**config.mk**
```make
export PLATFORM = sky130hd
export DESIGN_NAME = kendall_tau_rank_scorer
export DESIGN_NICKNAME = d
export VERILOG_FILES = /design/src/rtl/ktrs_pkg.sv /design/src/rtl/ktrs_discord.sv /design/src/rtl/kendall_tau_rank_scorer.sv
export VERILOG_INCLUDE_DIRS = /design/src /design/src/rtl
export SDC_FILE = /design/constraint.sdc
export NUM_CORES = 2
export LEC_CHECK = 0
export BUFFER_PORTS_ARGS = -buffer_cell sky130_fd_sc_hd__buf_2
export CAP_MARGIN = 10
export CORE_MARGIN = 2
export CORE_UTILIZATION = 25
export CTS_BUF_LIST = sky130_fd_sc_hd__clkbuf_16
export DETAILED_ROUTE_END_ITERATION = 10
export PLACE_DENSITY = 0.37
export SETUP_SLACK_MARGIN = 0.2
export SLEW_MARGIN = 15
export SYNTH_ARGS = -nofsm -noshare
export SYNTH_HDL_FRONTEND = slang
export SYNTH_SLANG_ARGS = --single-unit
```
**constraint.sdc**
```tcl
create_clock -name clk -period 10.4 [get_ports clk]
set_clock_uncertainty 0.15 [all_clocks]
set_input_delay 1.04 -clock clk [delete_from_list [all_inputs] [get_ports clk]]
set_output_delay 1.04 -clock clk [all_outputs]
set_load 0.02 [all_outputs]
```
**src/rtl/kendall_tau_rank_scorer_macros.svh**
```systemverilog
// ----------------------------------------------------------------------------
// Kendall tau rank scorer assertion macros
// Concurrent assertion helpers clocked on clk and disabled during reset.
// ----------------------------------------------------------------------------
`ifndef KENDALL_TAU_RANK_SCORER_MACROS_SVH
`define KENDALL_TAU_RANK_SCORER_MACROS_SVH

`ifndef SYNTHESIS
`define KTRS_ASSERT_IMPL(label, ante, cons) \
	label: assert property (@(posedge clk) disable iff (!arst_n) (ante) |-> (cons)) \
		else $error("assertion failed");
`define KTRS_ASSERT_NEXT(label, ante, cons) \
	label: assert property (@(posedge clk) disable iff (!arst_n) (ante) |=> (cons)) \
		else $error("assertion failed");
`else
`define KTRS_ASSERT_IMPL(label, ante, cons)
`define KTRS_ASSERT_NEXT(label, ante, cons)
`endif

`endif

```
**src/rtl/ktrs_pkg.sv**
```systemverilog
// ----------------------------------------------------------------------------
// Kendall tau rank scorer package
// Widths, opcodes and default parameter values shared by the scorer modules.
// ----------------------------------------------------------------------------
`default_nettype none

package ktrs_pkg;

	localparam int RANK_FIELDS = 8;
	localparam int RANK_W = 3;
	localparam int ORDER_W = RANK_FIELDS * RANK_W;
	localparam int CNT_W = 4;
	localparam int DISCORD_W = 5;
	localparam int SUM_W = 25;
	localparam int TALLY_W = 20;
	localparam int OUT_W = DISCORD_W + SUM_W + TALLY_W + 1 + ORDER_W + SUM_W + TALLY_W;

	localparam int MAX_ITEMS_DEF = 8;
	localparam int VOTER_COUNT_BITS_DEF = 20;

	localparam logic [CNT_W-1:0] ITEM_COUNT_RESET = 4'd5;

	typedef logic [1:0] opcode_t;

	localparam opcode_t OP_LOAD = 2'd0;
	localparam opcode_t OP_VOTER = 2'd1;
	localparam opcode_t OP_END_PASS = 2'd2;
	localparam opcode_t OP_CLEAR_BEST = 2'd3;

endpackage

`default_nettype wire

```
**src/rtl/ktrs_discord.sv**
```systemverilog
// ----------------------------------------------------------------------------
// Kendall tau discordant pair counter
// Counts the item pairs that a voter ranking orders opposite to the candidate.
// ----------------------------------------------------------------------------
`default_nettype none

module ktrs_discord #(
	parameter int MAX_ITEMS = ktrs_pkg::MAX_ITEMS_DEF
) (
	input  wire logic [ktrs_pkg::CNT_W-1:0]     n_items,
	input  wire logic [ktrs_pkg::ORDER_W-1:0]   cand_order,
	input  wire logic [ktrs_pkg::ORDER_W-1:0]   voter_order,
	output logic      [ktrs_pkg::DISCORD_W-1:0] discord
);

	localparam int POS_W = $clog2(MAX_ITEMS + 1);
	localparam int MAX_PAIRS = MAX_ITEMS * (MAX_ITEMS - 1) / 2;
	localparam int RW = ktrs_pkg::RANK_W;

	logic [RW-1:0]    cand [MAX_ITEMS];
	logic [RW-1:0]    voter [MAX_ITEMS];
	logic [POS_W-1:0] cand_pos [MAX_ITEMS];
	logic [POS_W-1:0] voter_pos [MAX_ITEMS];
	logic [POS_W-1:0] n_pos;
	logic [MAX_PAIRS-1:0] pair_bits;

	assign n_pos = POS_W'(n_items);

	always_comb begin
		for (int i = 0; i < MAX_ITEMS; i++) begin
			cand[i] = cand_order[RW*i +: RW];
			voter[i] = voter_order[RW*i +: RW];
		end
	end

	// An item's position is the highest position below n holding it, n when absent.
	always_comb begin
		for (int i = 0; i < MAX_ITEMS; i++) begin
			cand_pos[i] = n_pos;
			voter_pos[i] = n_pos;
			for (int p = 0; p < MAX_ITEMS; p++) begin
				if (POS_W'(p) < n_pos) begin
					if (cand[p] == cand[i]) begin
						cand_pos[i] = POS_W'(p);
					end
					if (voter[p] == cand[i]) begin
						voter_pos[i] = POS_W'(p);
					end
				end
			end
		end
	end

	always_comb begin
		int k;
		k = 0;
		pair_bits = '0;
		for (int i = 0; i < MAX_ITEMS - 1; i++) begin
			for (int j = i + 1; j < MAX_ITEMS; j++) begin
				pair_bits[k] = (POS_W'(j) < n_pos) &&
					(((cand_pos[i] < cand_pos[j]) && (voter_pos[i] > voter_pos[j])) ||
					 ((cand_pos[i] > cand_pos[j]) && (voter_pos[i] < voter_pos[j])));
				k++;
			end
		end
	end

	assign discord = ktrs_pkg::DISCORD_W'($countones(pair_bits));

endmodule

`default_nettype wire

```
**src/rtl/kendall_tau_rank_scorer.sv**
```systemverilog
// The input word is registered in stage s1 and its result word in the output register.
// Throughput: one word per cycle while the output is not stalled, which holds stage s1;
// the discordant pair count and the accumulator update sit in one stage between the input
// register and the result register.
// Reset (arst_n low, asynchronous) empties both stages, sets item_count to five and
// clears the candidate, the running sums and the held best.
// ----------------------------------------------------------------------------
// Kendall tau rank scorer
// Scores voter rankings against a candidate and keeps the best candidate.
// ----------------------------------------------------------------------------
`default_nettype none

`include "kendall_tau_rank_scorer_macros.svh"

module kendall_tau_rank_scorer #(
	parameter int MAX_ITEMS = ktrs_pkg::MAX_ITEMS_DEF,
	parameter int VOTER_COUNT_BITS = ktrs_pkg::VOTER_COUNT_BITS_DEF
) (
	input  wire logic                         clk,
	input  wire logic                         arst_n,
	input  wire logic                         cfg_wr_en,
	input  wire logic [ktrs_pkg::CNT_W-1:0]   cfg_wr_data,
	input  wire logic                         s_axis_tvalid,
	output logic                              s_axis_tready,
	// rank_pos0 .. rank_pos7, three bits each.
	input  wire logic [ktrs_pkg::ORDER_W-1:0] s_axis_tdata,
	// opcode.
	input  wire logic [1:0]                   s_axis_tuser,
	output logic                              m_axis_tvalid,
	input  wire logic                         m_axis_tready,
	// pair_discord, pass_discord_total, pass_voters, became_best, best_order,
	// best_discord_total, best_voters.
	output logic [ktrs_pkg::OUT_W-1:0]        m_axis_tdata
);

	localparam int CNT_W = ktrs_pkg::CNT_W;
	localparam int SUM_W = ktrs_pkg::SUM_W;
	localparam int TALLY_W = ktrs_pkg::TALLY_W;
	localparam int ORDER_W = ktrs_pkg::ORDER_W;
	localparam int RW = ktrs_pkg::RANK_W;
	localparam int DISCORD_W = ktrs_pkg::DISCORD_W;
	localparam int PROD_W = SUM_W + TALLY_W;
	localparam int MAX_PAIRS = MAX_ITEMS * (MAX_ITEMS - 1) / 2;
	localparam logic [TALLY_W-1:0] TALLY_CAP = (VOTER_COUNT_BITS >= TALLY_W) ? '1 :
		TALLY_W'((64'd1 << VOTER_COUNT_BITS) - 64'd1);
	localparam logic [SUM_W-1:0] SUM_MAX = '1;

	logic [CNT_W-1:0]     item_count_q;
	logic                 valid_s1;
	ktrs_pkg::opcode_t    op_s1;
	logic [ORDER_W-1:0]   ranks_s1;
	logic                 out_valid_q;
	logic [ktrs_pkg::OUT_W-1:0] out_data_q;

	logic [ORDER_W-1:0]   cand_order_q;
	logic [SUM_W-1:0]     sum_q;
	logic [TALLY_W-1:0]   tally_q;
	logic                 best_held_q;
	logic [ORDER_W-1:0]   best_order_q;
	logic [SUM_W-1:0]     best_sum_q;
	logic [TALLY_W-1:0]   best_tally_q;

	logic                 advance;
	logic                 fire;
	logic [CNT_W-1:0]     n_act;
	logic [DISCORD_W-1:0] discord;
	logic [ORDER_W-1:0]   load_order;
	logic [SUM_W:0]       sum_add;
	logic [PROD_W-1:0]    lhs_prod;
	logic [PROD_W-1:0]    rhs_prod;
	logic                 wins;

	logic [ORDER_W-1:0]   cand_nx;
	logic [SUM_W-1:0]     sum_nx;
	logic [TALLY_W-1:0]   tally_nx;
	logic                 best_held_nx;
	logic [ORDER_W-1:0]   best_order_nx;
	logic [SUM_W-1:0]     best_sum_nx;
	logic [TALLY_W-1:0]   best_tally_nx;
	logic                 won;
	logic [DISCORD_W-1:0] discord_out;

	assign advance = !out_valid_q || m_axis_tready;
	assign s_axis_tready = !valid_s1 || advance;
	assign fire = valid_s1 && advance;
	assign m_axis_tvalid = out_valid_q;
	assign m_axis_tdata = out_data_q;

	assign n_act = (item_count_q > CNT_W'(MAX_ITEMS)) ? CNT_W'(MAX_ITEMS) : item_count_q;

	ktrs_discord #(
		.MAX_ITEMS(MAX_ITEMS)
	) u_discord (
		.n_items(n_act),
		.cand_order(cand_order_q),
		.voter_order(ranks_s1),
		.discord(discord)
	);

	always_comb begin
		for (int i = 0; i < ktrs_pkg::RANK_FIELDS; i++) begin
			load_order[RW*i +: RW] = (CNT_W'(i) < n_act) ? ranks_s1[RW*i +: RW] : '0;
		end
	end

	assign sum_add = {1'b0, sum_q} + (SUM_W+1)'(discord);
	assign lhs_prod = PROD_W'(sum_q) * PROD_W'(best_tally_q);
	assign rhs_prod = PROD_W'(best_sum_q) * PROD_W'(tally_q);
	assign wins = (tally_q != '0) && (!best_held_q || (lhs_prod < rhs_prod));

	always_comb begin
		cand_nx = cand_order_q;
		sum_nx = sum_q;
		tally_nx = tally_q;
		best_held_nx = best_held_q;
		best_order_nx = best_order_q;
		best_sum_nx = best_sum_q;
		best_tally_nx = best_tally_q;
		won = 1'b0;
		discord_out = '0;
		case (op_s1)
			ktrs_pkg::OP_LOAD: begin
				cand_nx = load_order;
				sum_nx = '0;
				tally_nx = '0;
			end
			ktrs_pkg::OP_VOTER: begin
				discord_out = discord;
				if (tally_q < TALLY_CAP) begin
					tally_nx = tally_q + TALLY_W'(1);
					sum_nx = sum_add[SUM_W] ? SUM_MAX : sum_add[SUM_W-1:0];
				end
			end
			ktrs_pkg::OP_END_PASS: begin
				if (wins) begin
					best_held_nx = 1'b1;
					best_order_nx = cand_order_q;
					best_sum_nx = sum_q;
					best_tally_nx = tally_q;
					won = 1'b1;
				end
			end
			default: begin
				best_held_nx = 1'b0;
				best_order_nx = '0;
				best_sum_nx = '0;
				best_tally_nx = '0;
			end
		endcase
	end

	always_ff @(posedge clk or negedge arst_n) begin
		if (!arst_n) begin
			item_count_q <= ktrs_pkg::ITEM_COUNT_RESET;
			valid_s1 <= 1'b0;
			out_valid_q <= 1'b0;
			cand_order_q <= '0;
			sum_q <= '0;
			tally_q <= '0;
			best_held_q <= 1'b0;
			best_order_q <= '0;
			best_sum_q <= '0;
			best_tally_q <= '0;
		end else begin
			if (cfg_wr_en) begin
				item_count_q <= cfg_wr_data;
			end
			if (s_axis_tready) begin
				valid_s1 <= s_axis_tvalid;
			end
			if (advance) begin
				out_valid_q <= valid_s1;
			end
			if (fire) begin
				cand_order_q <= cand_nx;
				sum_q <= sum_nx;
				tally_q <= tally_nx;
				best_held_q <= best_held_nx;
				best_order_q <= best_order_nx;
				best_sum_q <= best_sum_nx;
				best_tally_q <= best_tally_nx;
			end
		end
	end

	always_ff @(posedge clk) begin
		if (s_axis_tvalid && s_axis_tready) begin
			op_s1 <= s_axis_tuser;
			ranks_s1 <= s_axis_tdata;
		end
		if (fire) begin
			out_data_q <= {best_tally_nx, best_sum_nx, best_order_nx, won,
				tally_nx, sum_nx, discord_out};
		end
	end

	`KTRS_ASSERT_IMPL(a_best_held_tally, 1'b1, best_held_q == (best_tally_q != '0))
	`KTRS_ASSERT_IMPL(a_tally_capped, 1'b1,
		(tally_q <= TALLY_CAP) && (best_tally_q <= TALLY_CAP))
	`KTRS_ASSERT_IMPL(a_discord_range, m_axis_tvalid,
		m_axis_tdata[DISCORD_W-1:0] <= DISCORD_W'(MAX_PAIRS))
	`KTRS_ASSERT_NEXT(a_win_copies_pass, fire && won,
		(best_sum_q == sum_q) && (best_tally_q == tally_q) && (best_order_q == cand_order_q))

endmodule

`default_nettype wire

```
==> impl_metrics.py <==
metrics = {
    "outcome": {
        "status": "complete, no violations",
    },
    "die": {
        "std_cell_rows": 175,
        "fp.dieW_um": 481.1,
        "io_pins": 157,
        "die_area_um2": 231500,
        "initial_utilization_pct": 25.09,
        "core-area_um2": 226800,
        "dieHeight_um": 481.1,
    },
    "logic_synthesis": {
        "syn-cell-area_um2": 56910,
        "ys_ff_latch": 291,
        "synth-main-ff-cell": "edfxtp_1",
        "post_synth_inst_count": 6475,
        "yosysSeqAreaShare_pct": 14.08,
        "yosys_warnings": 0,
        "async_flop_share_pct": 49.83,
        "ys_types": 78,
        "synth_edf_count": 146,
        "synth.avg_cell_area_um2": 8.789,
    },
    "clock_tree": {
        "cts_tree": "built",
        "htree_levels": 2,
        "cts_root_buf": "clkbuf_16",
        "clk_latency_ns": 0.66,
        "clkTransAtPathRegs_ns": 0.07,
        "cts_buffers": 39,
        "postCtsHoldBufs": 0,
        "clock_path_buffers": 3,
        "cts_sinks": 291,
    },
    "worst_setup_path": {
        "critical-path-max-stage-delay_ns": 0.59,
        "cp.required_ns": 10.75,
        "crit_type": "reg -> reg",
        "critPathCaptureType": "flip-flop",
        "cp_common_cell": "fa_1",
        "slowest_stage": "fa_1",
        "critPathLaunchType": "flip-flop",
        "worstPathMaxFanout": 41,
        "crit_arrival_ns": 10.20,
    },
    "grt": {
        "grt_max_degree": 143,
        "grt_use_total_pct": 20.26,
        "grt_pass1_vias": 48715,
        "gr-total-overflow": 0,
        "antenna_found_initial": 14,
        "grt_pass1_wl_um": 345400,
    },
    "route": {
        "drtAntennaViolNets": 0,
        "first_pass_iters": 9,
        "wl_per_cell_um": 24.14,
        "first_iter_violations": 2782,
        "via_per_inst": 4.758,
        "routed_wl_um": 237000,
        "vias": 46713,
        "drc_errors": 0,
    },
    "timing": {
        "tightestPinTransition_ns": 1.100,
        "hold_viol": 0,
        "holdWs_ns": 0.1686,
        "finalCritPeriodShare_pct": 94.65,
        "max_slew_margin_pct": 26.67,
        "max_freq_ghz": 0.1016,
        "slew_viol_final": 0,
        "rsz0062_at_grt": "false",
        "setup_viol": 0,
        "post-route-min-period_ns": 9.844,
    },
    "layout": {
        "design_area_um2": 65980,
        "seqCellArea_um2": 8077,
        "drive_gt1_share_pct": 12.67,
        "syn_to_final_growth_pct": 15.94,
        "fillers": 24247,
        "nNetsFinal": 8246,
        "multiInputGateArea_um2": 44010,
    },
    "placement": {
        "gp_congestion": 0.9146,
        "io_buffers": 156,
        "dp.final_hpwl_um": 191400,
        "dpl_cell_area_um2": 63680,
    },
    "pwr": {
        "power_w": 0.01303,
        "p_leak_nw": 30.53,
        "ir_drop_uv": 904.5,
        "p_per_area_nw_per_um2": 197.4,
    },
    "flow_run": {
        "cap_violations": 0,
    },
    "min_path": {
        "hold_path.class": "in -> async",
    },
}
-- repair_timing --
action	in CTS	in global routing
endpoints found under the setup margin	138	189
gates cloned	0	8
buffers inserted	1	37
pin swaps	1	17
gates resized for setup	9	151
-- cell usage after synthesis, types with 143 or more instances --
cell / n / area share [%]
and2_1: 251 / 2.8
nor2_1: 269 / 1.8
edfxtp_1: 146 / 7.7
ha_1: 597 / 13
a21oi_1: 233 / 2.0
clkbuf_1: 326 / 2.2
nand2_1: 892 / 5.9
xnor2_1: 200 / 3.1
xor2_1: 185 / 2.8
dfrtp_1: 143 / 6.3
fa_1: 843 / 30
o21ai_0: 180 / 1.6
inv_1: 1005 / 6.6
-- per-layer routing --
| layer | share of wire, % | vias up | track usage [%] |
|---|---|---|---|
| li1 | - | 21420 | - |
| met1 | 44 | 24009 | 26.90 |
| met2 | 49 | 1046 | 34.70 |
| met3 | 3.5 | 238 | 1.500 |
| met4 | 4.0 | 0 | 6.749 |
| met5 | 0 | - | 0 |
-- cells by family (layout without fill, tap and decap cells) --
kind of cell,count (synthesis),count (layout),share of synthesized area [%]
AOI/OAI and AO/OA,1007,1007,11.64
xor gates and xnor gates,385,385,5.925
adders and majority gates,1448,1448,42.92
buffers and inverters,1448,1721,9.669
DFF,291,291,14.08
muxes,13,13,0.2572
other,2,62,0.01320
and+or+nand+nor,1881,1881,15.50
-- layout by cell type (no fill, tap or decap), types with 146 or more instances in the layout --
cell	n
a21oi_1	227
and2_1	249
buf_2	155
buf_4	418
edfxtp_1	146
fa_1	838
ha_1	589
inv_1	1007
nand2_1	888
nor2_1	265
o21ai_0	169
xnor2_1	200
xor2_1	185
-- power by group --
part           switching, W  internal (W)
registers          0.000244       0.00147
clock network      0.000651      0.000697
logic               0.00587       0.00410
total               0.00676       0.00626
-- worst max-delay path, delay by kind of cell (launching register included) --
kind	cells	cell delay, ns
AO/OA/AOI/OAI	11	2.19
XOR/XNOR	1	0.11
adder cells (fa/ha/maj)	9	3.96
buffers and inverters	8	1.21
flip-flops	1	0.48
AND/OR/NAND/NOR	6	1.53
-- final timing paths --
kind | end | slack [ns] | start | cells past startpoint
setup / recovery | best_order_q[3]$_DFFE_PN0P_ | 0.56 | best_sum_q[5]$_DFFE_PN0P_ | 35
hold / removal | item_count_q[1]$_DFFE_PN0P_ | 0.17 | arst_n | 1
setup reg to reg | best_order_q[3]$_DFFE_PN0P_ | 0.56 | best_sum_q[5]$_DFFE_PN0P_ | 35
hold reg to reg | best_order_q[6]$_DFFE_PN0P_ | 0.35 | best_order_q[6]$_DFFE_PN0P_ | 1
max in group asynchronous | sum_q[9]$_DFFE_PN0P_ | 7.52 | arst_n | 3
min in group clk | best_order_q[6]$_DFFE_PN0P_ | 0.35 | best_order_q[6]$_DFFE_PN0P_ | 1
-- stage by stage --
step                      utilization, %  std cells  setup WS, ns  TNS (ns)
after global placement             28.07       9693       0.01510         0
after detailed placement           28.07       9693      -0.03705  -0.05408
final                              29.09       9817        0.5563         0
after floorplan                        -       6529        0.6103         0
after global routing               29.08       9811        0.2144         0
after CTS                          28.61       9766        0.2046         0
-- state kept, by name, summed over array words and instances (netlist names) --
register and count:
best_held_q 1, best_order_q 24, best_sum_q 25, best_tally_q 20, cand_order_q 24, item_count_q 4, m_axis_tdata 120, m_axis_tvalid 1
op_s1 2, ranks_s1 24, sum_q 25, tally_q 20, valid_s1 1
-- cell type report --
cell class	instances	area share (%)
timing repair buffer	640	7.746
inverter	1009	5.776
sequential	291	12.24
antenna	6	0.02275
clock inverter	33	0.3337
clock buffer	39	1.479
multi-input combinational	4790	66.70
tap	3009	5.706
Power figures use the tool's default switching activity.
